===== src/design/utf8d_pkg.sv =====
// Package for the UTF-8 to UCS-4 decoder: result record type, status codes
// and the reset constant. No dependencies.
`timescale 1ns / 1ps

package utf8d_pkg;

  localparam int CODE_W = 31;

  typedef enum logic [1:0] {
    STATUS_OK       = 2'd0,
    STATUS_REPLACED = 2'd1,
    STATUS_BAD_LEAD = 2'd2
  } utf8d_status_t;

  // One result item as it sits in the result queue.
  typedef struct packed {
    logic [CODE_W-1:0] code_point;
    utf8d_status_t     status;
    logic              last;
  } utf8d_result_t;

  localparam logic [CODE_W-1:0] REPLACEMENT_RESET = 31'h0000_3000;

endpackage


===== src/design/utf8_to_ucs4_decoder.sv =====
// Streaming UTF-8 to UCS-4 decoder: one byte in, zero to two code points out.
// Depends on utf8d_pkg.
//
// The decoder takes one byte per clock cycle while its result queue has room. Each
// accepted byte is decoded in the cycle it is accepted, and its results are written
// into a four-entry result queue, from which they are offered in order.
// A byte that interrupts a sequence and is not itself a lead byte gives two
// results; every other byte gives at most one. The input is ready whenever the
// queue has room for two results (two or fewer entries held), so with the output
// side always ready the block runs at one byte per cycle, and only a run of
// two-result bytes can stall it.
// Configuration writes are taken at any time and are meant to happen while
// the decoder is idle.
`timescale 1ns / 1ps

module utf8_to_ucs4_decoder
  import utf8d_pkg::*;
(
  input  logic              clk,
  input  logic              rst,
  // Configuration write channel.
  input  logic              cfg_valid,
  output logic              cfg_ready,
  input  logic [CODE_W-1:0] cfg_data,
  // Byte input channel.
  input  logic              in_valid,
  output logic              in_ready,
  input  logic [7:0]        in_byte,
  // Result channel.
  output logic              out_valid,
  input  logic              out_ready,
  output logic [CODE_W-1:0] code_point,
  output logic [1:0]        status,
  output logic              last
);

  localparam int QDEPTH = 4;
  localparam int QPTR_W = $clog2(QDEPTH);
  localparam int QCNT_W = $clog2(QDEPTH + 1);

  logic [CODE_W-1:0] replacement_code;
  logic [2:0]        bytes_left;
  logic [CODE_W-1:0] partial_code;
  logic [2:0]        bytes_left_next;
  logic [CODE_W-1:0] partial_code_next;

  // Decode of the byte as if no sequence were open.
  logic              idle_has_res;
  logic [CODE_W-1:0] idle_code;
  utf8d_status_t     idle_status;
  logic              idle_lead;
  logic [2:0]        lead_left;
  logic [4:0]        lead_bits;

  logic [1:0]        num_res;
  utf8d_result_t     res0;
  utf8d_result_t     res1;
  logic [CODE_W-1:0] cont_code;

  utf8d_result_t     queue [QDEPTH];
  logic [QPTR_W-1:0] wr_ptr;
  logic [QPTR_W-1:0] rd_ptr;
  logic [QCNT_W-1:0] count;
  logic              in_fire;
  logic              out_fire;
  logic [1:0]        push_n;

  assign cfg_ready = 1'b1;
  assign in_ready  = (count <= QCNT_W'(QDEPTH - 2));
  assign in_fire   = in_valid && in_ready;
  assign out_valid = (count != '0);
  assign out_fire  = out_valid && out_ready;
  assign push_n    = in_fire ? num_res : 2'd0;

  always_comb begin
    idle_has_res = 1'b0;
    idle_code    = '0;
    idle_status  = STATUS_OK;
    idle_lead    = 1'b0;
    lead_left    = 3'd0;
    lead_bits    = 5'd0;
    if (!in_byte[7]) begin
      idle_has_res = 1'b1;
      idle_code    = {{(CODE_W-8){1'b0}}, in_byte};
    end else if (!in_byte[6]) begin
      // A stray continuation byte is dropped.
      idle_has_res = 1'b0;
    end else if (in_byte[7:1] == 7'h7F) begin
      idle_has_res = 1'b1;
      idle_status  = STATUS_BAD_LEAD;
    end else begin
      idle_lead = 1'b1;
      if (!in_byte[5]) begin
        lead_left = 3'd1;
        lead_bits = in_byte[4:0];
      end else if (!in_byte[4]) begin
        lead_left = 3'd2;
        lead_bits = {1'b0, in_byte[3:0]};
      end else if (!in_byte[3]) begin
        lead_left = 3'd3;
        lead_bits = {2'b0, in_byte[2:0]};
      end else if (!in_byte[2]) begin
        lead_left = 3'd4;
        lead_bits = {3'b0, in_byte[1:0]};
      end else begin
        lead_left = 3'd5;
        lead_bits = {4'b0, in_byte[0]};
      end
    end
  end

  assign cont_code = {partial_code[CODE_W-7:0], in_byte[5:0]};

  always_comb begin
    num_res           = 2'd0;
    res0              = '0;
    res1              = '0;
    bytes_left_next   = bytes_left;
    partial_code_next = partial_code;
    if (bytes_left != 3'd0 && in_byte[7:6] == 2'b10) begin
      bytes_left_next = bytes_left - 3'd1;
      if (bytes_left == 3'd1) begin
        num_res           = 2'd1;
        res0.code_point   = cont_code;
        res0.status       = STATUS_OK;
        res0.last         = 1'b1;
        partial_code_next = '0;
      end else begin
        partial_code_next = cont_code;
      end
    end else begin
      if (bytes_left != 3'd0) begin
        // The open sequence is cut short: replace it, then decode this byte afresh.
        num_res           = 2'd1;
        res0.code_point   = replacement_code;
        res0.status       = STATUS_REPLACED;
        res0.last         = !idle_has_res;
        bytes_left_next   = 3'd0;
        partial_code_next = '0;
        if (idle_has_res) begin
          num_res         = 2'd2;
          res1.code_point = idle_code;
          res1.status     = idle_status;
          res1.last       = 1'b1;
        end
      end else if (idle_has_res) begin
        num_res         = 2'd1;
        res0.code_point = idle_code;
        res0.status     = idle_status;
        res0.last       = 1'b1;
      end
      if (idle_lead) begin
        bytes_left_next   = lead_left;
        partial_code_next = {{(CODE_W-5){1'b0}}, lead_bits};
      end
    end
  end

  always_ff @(posedge clk) begin
    if (rst) begin
      replacement_code <= REPLACEMENT_RESET;
      bytes_left       <= 3'd0;
      partial_code     <= '0;
      wr_ptr           <= '0;
      rd_ptr           <= '0;
      count            <= '0;
    end else begin
      if (cfg_valid && cfg_ready) begin
        replacement_code <= cfg_data;
      end
      if (in_fire) begin
        bytes_left   <= bytes_left_next;
        partial_code <= partial_code_next;
      end
      wr_ptr <= wr_ptr + QPTR_W'(push_n);
      if (out_fire) begin
        rd_ptr <= rd_ptr + QPTR_W'(1);
      end
      count <= count + QCNT_W'(push_n) - QCNT_W'(out_fire);
    end
  end

  // Result storage needs no reset; entries are only read once counted.
  always_ff @(posedge clk) begin
    if (push_n != 2'd0) begin
      queue[wr_ptr] <= res0;
    end
    if (push_n == 2'd2) begin
      queue[wr_ptr + QPTR_W'(1)] <= res1;
    end
  end

  assign code_point = queue[rd_ptr].code_point;
  assign status     = queue[rd_ptr].status;
  assign last       = queue[rd_ptr].last;

  a_queue_bound: assert property (@(posedge clk) disable iff (rst)
    count <= QCNT_W'(QDEPTH))
    else $error("result queue count exceeds its depth");

  a_left_range: assert property (@(posedge clk) disable iff (rst)
    bytes_left <= 3'd5)
    else $error("bytes_left outside the range of a six-byte sequence");

  a_cont_step: assert property (@(posedge clk) disable iff (rst)
    in_fire && bytes_left != 3'd0 && in_byte[7:6] == 2'b10
    |=> bytes_left == $past(bytes_left) - 3'd1)
    else $error("continuation byte did not count down bytes_left");

  a_bad_lead_zero: assert property (@(posedge clk) disable iff (rst)
    out_valid && status == STATUS_BAD_LEAD |-> code_point == '0)
    else $error("invalid lead result carries a nonzero code point");

  a_pair_order: assert property (@(posedge clk) disable iff (rst)
    in_fire && num_res == 2'd2 |=> out_valid && count >= QCNT_W'(2))
    else $error("two-result item did not leave two queued results");

endmodule


===== config.mk =====
export PLATFORM = sky130hd
export DESIGN_NAME = utf8_to_ucs4_decoder
export DESIGN_NICKNAME = d
export VERILOG_FILES = /design/src/design/utf8d_pkg.sv /design/src/design/utf8_to_ucs4_decoder.sv
export SDC_FILE = /design/constraint.sdc
export NUM_CORES = 1
export LEC_CHECK = 0
export ABC_CLOCK_PERIOD_IN_PS = 4200
export BUFFER_PORTS_ARGS = -buffer_cell sky130_fd_sc_hd__clkbuf_2
export CAP_MARGIN = 15
export CORE_UTILIZATION = 50
export CTS_CLUSTER_SIZE = 16
export DETAILED_ROUTE_END_ITERATION = 12
export PLACE_DENSITY = 0.71
export SLEW_MARGIN = 15
export SYNTH_ARGS = -nofsm -noshare
export SYNTH_HDL_FRONTEND = slang
export SYNTH_SLANG_ARGS = --single-unit

===== constraint.sdc =====
create_clock -name clk -period 4.2 [get_ports clk]
set_clock_uncertainty 0.1 [all_clocks]
set_input_delay 0.42 -clock clk [delete_from_list [all_inputs] [get_ports clk]]
set_output_delay 0.42 -clock clk [all_outputs]
set_load 0.005 [all_outputs]

==> summary.md, run 1 <==
| Metric | Value |
|---|---|
| Leak Pwr | about 0.0037 uW |
| Final Cycle Share | 86.8% |
| Gr usage total | 25.1% |
| Post-synthesis cell type count | 61 |
| Synth area leader | dfxtp_1 |
| Ys flop type | dfxtp_1 |
| Ant. Diodes | 0 |
| Antenna-violating nets left | 0 |
| Initial antenna violation count | 0 |
| HP Class | input port to flip-flop |
| Crit path time final | between 3 and 4 ns |
| Die Height | 138 um |
| Crit path buffers/inverters | 3 |
| Hold Crit Depth | 2 |
| CP Capture Type | flip-flop |
| Clk_lat worst skew | 0.50 ns |
| Most frequent CP cell | ha_1 |
| DR WL/cell | roughly 21 um |
| Fmax achieved | 274 MHz |
| Top delay family on crit path | adder cells |
| PostCTS Resize Cnt | 0 |
| Filler cell count | 1537 |
| Worst path depth | 13 |
| Cell at the slowest stage of the critical path | and2_1 |
| # IOs | 81 |
| Die extent in x | between 100 and 150 um |
| Rel. slew slack | 27.2% |
| Crit-path max cell delay | 0.48 ns |
| Worst Path Arrival | between 3 and 4 ns |
| GP Congestion | 0.899 |
| Worst EP required | about 4.5 ns |
| Ratio of cells with drive above 1 in the final layout | 22.2% |
| Reg clk slew, reported paths | 0.06 ns |
| Initial Utilization | between 50% and 60% |
| Drt first pass iters | 9 |
| Endpoints failing setup | 0 |
| Crit Path Class | flip-flop to flip-flop |
| CP Cell Sequence | inv_1 -> ha_1 -> nor2b_4 -> inv_2 -> ha_1 -> and2_1 -> o21ai_1 -> ha_1 -> inv_1 -> ha_1 -> fa_1 -> xnor2_1 -> nor2_1 |
| RSZ-0062 raised after global routing | false |
| Placed cell areas | 9730 um2 |
| Syn_nets | 925 |
| Post-CTS Setup Repair Bufs | 0 |
| Status | finished, violations left |
| Mapped cell area | around 9300 um2 |
| First-pass GRT wire length | around 39000 um |
| Site Rows | 49 |
| TritonCTS buffer count | 23 |
| Final WL | 24400 um |
| Dpl hpwl | 15700 um |
| Max Fanout on Critical Path | 12 |
| Max-Cap Viols | 0 |
| Syn Inst Count | 872 |
| Syn-to-layout area delta | 13.8% |
| Sequential area share after synthesis | 47.9% |
| I/O Buffers | around 80 |
| Max clock buf depth | 3 |
| Post-synth EDFFs | 36 |
| Area contributors post-synth | dfxtp_1, edfxtp_1, mux4_2, a211oi_1, a21oi_1 |
| YS warnings | 0 |
| Number of global-route vias before repair | 7004 |
| # DRC | 10 |
| Failing checks | DRC |
| Root Buffer | clkbuf_16 |
| Share of the synthesized area in the top cell type | between 30% and 40% |
| CTS tree | done |
| Peak VDD IR | about 0.00031 V |
| H-tree depth | 1 |
| Worst r2r path cells | 13 |
| Power Density | between 600 and 700 nW/um2 |
| Maximum number of pins on one net before global-route repair | between 40 and 50 |
| Via count | 7428 |
| Core area | 18100 um2 |
| Final Instance Area | 10600 um2 |
| Via density | 6.41 |
| Clock Sinks | 204 |
| Initial DRC count | 804 |
| Layout net count | 966 |
| #FFs+latches synth | 204 |
| Fin. max-slew vios | 0 |
| Crit start category | flip-flop |
| Final number of hold-violating endpoints | 0 |
| Syn avg cell area | 10.6 um2 |
| Congestion Overflow GR | 0 |
| Die area | 19100 um2 |
| Async SR Flop Fraction | 0% |
| CTS Hold Bufs | 0 |
| Setup tns final | 0 ns |
| Slew @ Worst Pin | 1.09 ns |
worst paths after layout:
| kind | from | endpoint | slack, ns |
|---|---|---|---|
| worst max-delay path | bytes_left[0] | count[2] | 0.55 |
| worst min register to register | queue[3][1] | queue[3][1] | 0.37 |
| worst min-delay path | cfg_data[13] | replacement_code[13] | 0.02 |
| worst max register to register | bytes_left[0] | count[2] | 0.55 |
synthesized netlist by cell type, types with 11 or more instances:
| library cell | instances |
|---|---|
| nor2_1 | 41 |
| a211oi_1 | 99 |
| a22oi_1 | 31 |
| mux2i_1 | 29 |
| a21oi_1 | 124 |
| nand2_1 | 23 |
| dfxtp_1 | 168 |
| edfxtp_1 | 36 |
| mux4_2 | 34 |
| o21ai_0 | 30 |
| buf_2 | 35 |
| nand4_1 | 22 |
| inv_1 | 11 |
| clkbuf_1 | 30 |
| o22ai_1 | 33 |
metal layers:
layer	track usage, %	vias up	wire [um]
li1	-	3452	-
met1	35.8	3622	10500
met2	39.9	327	11500
met3	4.75	27	2020
met4	5.50	0	369
met5	0	-	0
power by group:
part	total (uW)	internal, uW	leakage, uW	switching (uW)
combinational	2230	1040	0.00161	1190
clock	2190	1380	0.000407	803
sequential	2910	2550	0.00172	362
cell type report:
class,instances,area (um2),area share [%]
Clock inverter,13,203,1.92
Inverter,14,65.1,0.616
Clock buffer,28,634,6.01
Multi-Input combinational cell,562,4310,40.8
Sequential cell,204,4450,42.1
Tap cell,229,287,2.71
Timing Repair Buffer,108,613,5.80
metrics by stage:
step | util (%) | hold WS, ns | std cells | power, uW | setup slack [ns]
final | 58.4 | 0.0180 | 1158 | 7330 | 0.554
after detailed placement | 53.8 | 0.358 | 1117 | 5150 | 0.602
after floorplan | - | 0.339 | 872 | 4480 | 0.978
after global placement | 53.8 | 0.347 | 1117 | 5080 | 0.677
after CTS | 58.4 | 0.00976 | 1158 | 7340 | 0.583
after global routing | 58.4 | 0.0222 | 1158 | 7700 | 0.299
placed cells by master (no fill, tap or decap), types with 3 or more instances in the layout:
cell	instances
a21oi_1	124
nor2_1	41
xnor2_1	4
o41ai_1	6
and2_0	4
mux4_2	34
mux2i_1	29
a22oi_1	31
and2_1	4
nand3_1	6
xor2_1	3
edfxtp_1	36
o21ai_0	30
ha_1	8
o32ai_1	3
nand2_1	23
clkbuf_16	23
clkbuf_8	4
inv_1	11
or4_4	3
bufinv_16	5
nand2b_1	5
nand4_1	22
buf_4	29
o22ai_1	33
dfxtp_1	166
clkinv_2	3
nor4_4	8
a211oi_1	98
clkbuf_2	79
nor2b_1	10
registers in the layout, indices dropped and copies added, names as in the netlist, named ones only:
signal	count
queue	136
bytes_left	3
rd_ptr	2
wr_ptr	2
count	3
replacement_code	31
partial_code	25
cells by family (layout without fill, tap and decap cells):
family	count (synthesis)	after routing	share of synthesized area [%]
AOI/OAI and AO/OA	341	341	23.5
muxes	63	63	11.4
and+or+nand+nor	141	141	9.37
adders and majority gates	9	9	1.29
buffers and inverters	106	163	5.86
DFF	204	204	47.9
xor gates and xnor gates	7	7	0.661
other	1	1	0.0404
Power figures use the tool's default switching activity.
==> run 2, diff against run 1 <==
- ABC_CLOCK_PERIOD_IN_PS: 4200 -> 4400
- MAX_ROUTING_LAYER: unset -> met4
- clock period: 4.2 -> 4.4 ns (I/O delays scaled with it)
==> summary.md, run 2 (synthesized netlist as in run 1, its figures left out) <==
| Metric | Value |
|---|---|
| Final Instance Area | approximately 10000 um2 |
| Endpoints failing setup | 0 |
| CP Cell Sequence | inv_1 -> ha_1 -> nor2b_4 -> inv_2 -> ha_1 -> nand2_1 -> a21oi_4 -> o21ai_1 -> ha_1 -> inv_1 -> ha_1 -> fa_1 -> xnor2_1 -> nor2_1 |
| Dpl ws | 0.792 ns |
| Top delay family on crit path | adder cells |
| TritonCTS buffer count | 23 |
| Drt first pass iters | 11 |
| Crit path time final | 3.63 ns |
| Power Density | ~650 nW/um2 |
| Most frequent CP cell | ha_1 |
| Post-CTS Setup Repair Bufs | 0 |
| I/O Buffers | 79 |
| Worst r2r path cells | 14 |
| Slew @ Worst Pin | 1.10 ns |
| Filler cell count | approximately 1500 |
| Reg clk slew, reported paths | 0.06 ns |
| Maximum number of pins on one net before global-route repair | 64 |
| CP Capture Type | flip-flop |
| Core area | 18100 um2 |
| Hold Path Origin | cfg_data[12] |
| CTS tree | done |
| CTS Hold Bufs | 0 |
| Via density | 6.39 |
| Clk_lat worst skew | 0.50 ns |
| Site Rows | 49 |
| Dpl hpwl | 15500 um |
| Max FFs per register | between 100 and 150 |
| # IOs | 81 |
| Final Cycle Share | between 80% and 90% |
| Setup tns final | 0 ns |
| Worst r2r src | bytes_left[0] |
| Clock Sinks | 204 |
| Layout net count | between 900 and 1000 |
| Via count | 7369 |
| Crit start category | flip-flop |
| Syn-to-layout area delta | 12.2% |
| Final number of hold-violating endpoints | 0 |
| Number of global-route vias before repair | 6873 |
| Max clock buf depth | 3 |
| Antenna-violating nets left | 0 |
| Ratio of cells with drive above 1 in the final layout | between 20% and 30% |
| Worst path depth | 14 |
| Critical Path End | count[2] |
| Ant. Diodes | 0 |
| Fmax achieved | about 280 MHz |
| Peak VDD IR | 0.000266 V |
| DP Cell Count | roughly 1100 |
| Status | finished, violations left |
| Cell Count, Final, Fillers Out | 1153 |
| Initial DRC count | 710 |
| PostCTS Resize Cnt | 0 |
| Die extent in x | 138 um |
| Worst Path Arrival | 3.89 ns |
| R2R Setup Slk | about 0.77 ns |
| Crit Path Class | flip-flop to flip-flop |
| Final WL | 24500 um |
| PnR worst setup slack | 0.771 ns |
| Gr usage total | a little over a quarter |
| Initial Utilization | 51.3% |
| Failing checks | DRC |
| Die Height | 138 um |
| Top reg by flops | queue |
| Cell at the slowest stage of the critical path | fa_1 |
| Top Registers | queue x136, replacement_code x31, partial_code x25 |
| Crit-path max cell delay | 0.44 ns |
| Worst reg2reg endpoint | count[2] |
| First-pass GRT wire length | 39000 um |
| Fin. max-slew vios | 0 |
| Worst EP required | between 4 and 5 ns |
| Root Buffer | clkbuf_16 |
| Rel. slew slack | 26.7% |
| Max-Cap Viols | 0 |
| Crit path buffers/inverters | 3 |
| Congestion Overflow GR | 0 |
| GP Congestion | 0.921 |
| RSZ-0062 raised after global routing | false |
| # DRC | 11 |
| Max Fanout on Critical Path | 12 |
| Commonest non-fill, non-tap cell in the layout | dfxtp_1 |
| Worst Setup SP | bytes_left[0] |
| Leak Pwr | 0.00367 uW |
| Placed cell areas | 9680 um2 |
| Most frequent cells in the layout | dfxtp_1, a21oi_1, a211oi_1 |
| Die area | 19100 um2 |
| HP Class | input port to flip-flop |
| Initial antenna violation count | 0 |
| H-tree depth | 1 |
| DR WL/cell | around 21 um |
-- run 2: changes by cell type in the layout (fill, tap and decap cells not counted), sizes merged --
cell | previous run | this run
clkbuf | 107 | 111
bufinv | 5 | 1
buf | 29 | 23
clkinvlp | 3 | 1
clkinv | 4 | 7
-- run 2: how the worst min path moves through the flow --
| stage | end | slack [ns] | depth (start not counted) |
|---|---|---|---|
| after detailed placement | queue[2][1] | 0.36 | 2 |
| after global routing | replacement_code[12] | 0.04 | 2 |
| after floorplan | queue[2][1] | 0.34 | 2 |
| final | replacement_code[12] | 0.06 | 2 |
| after global placement | queue[2][1] | 0.35 | 2 |
| after CTS | replacement_code[13] | 0.04 | 2 |
-- run 2: worst reg2reg max path: stages (launching register included) --
cell	delay, ns
dfxtp_1	0.32
inv_1	0.10
ha_1	0.25
nor2b_4	0.37
inv_2	0.08
ha_1	0.32
nand2_1	0.10
a21oi_4	0.38
o21ai_1	0.26
ha_1	0.34
inv_1	0.04
ha_1	0.19
fa_1	0.44
xnor2_1	0.17
nor2_1	0.05
-- run 2: routing by layer --
metal	part of all wire [%]	routed length (um)	track usage, %
met1	44	10700	37.1
met3	8.5	2070	5.44
met5	0	0	-
met2	46	11300	38.7
met4	2.0	495	6.98
-- run 2: area by class of cell --
type                       count  area (um2)  share of cell area [%]
clock inverter                10        85.1                   0.817
sequential                   204        4450                    42.7
clock buffer                  32         651                    6.25
inverter                      14        65.1                   0.625
timing repair buffer         102         568                    5.45
tap                          229         287                    2.75
multi-input combinational    562        4310                    41.4
-- run 2: per-stage QoR --
step	hold slack, ns	utilization, %	total power, uW
5_1_grt	0.0414	57.6	7110
4_1_cts	0.0427	57.6	6750
2_1_floorplan	0.339	-	4270
3_5_place_dp	0.364	53.5	4900
6_report	0.0561	57.6	6740
3_3_place_gp	0.355	53.5	4840
-- run 2: where the power goes --
part           internal (uW)  switching, uW
clock network           1100            749
logic                    977           1140
registers               2430            345
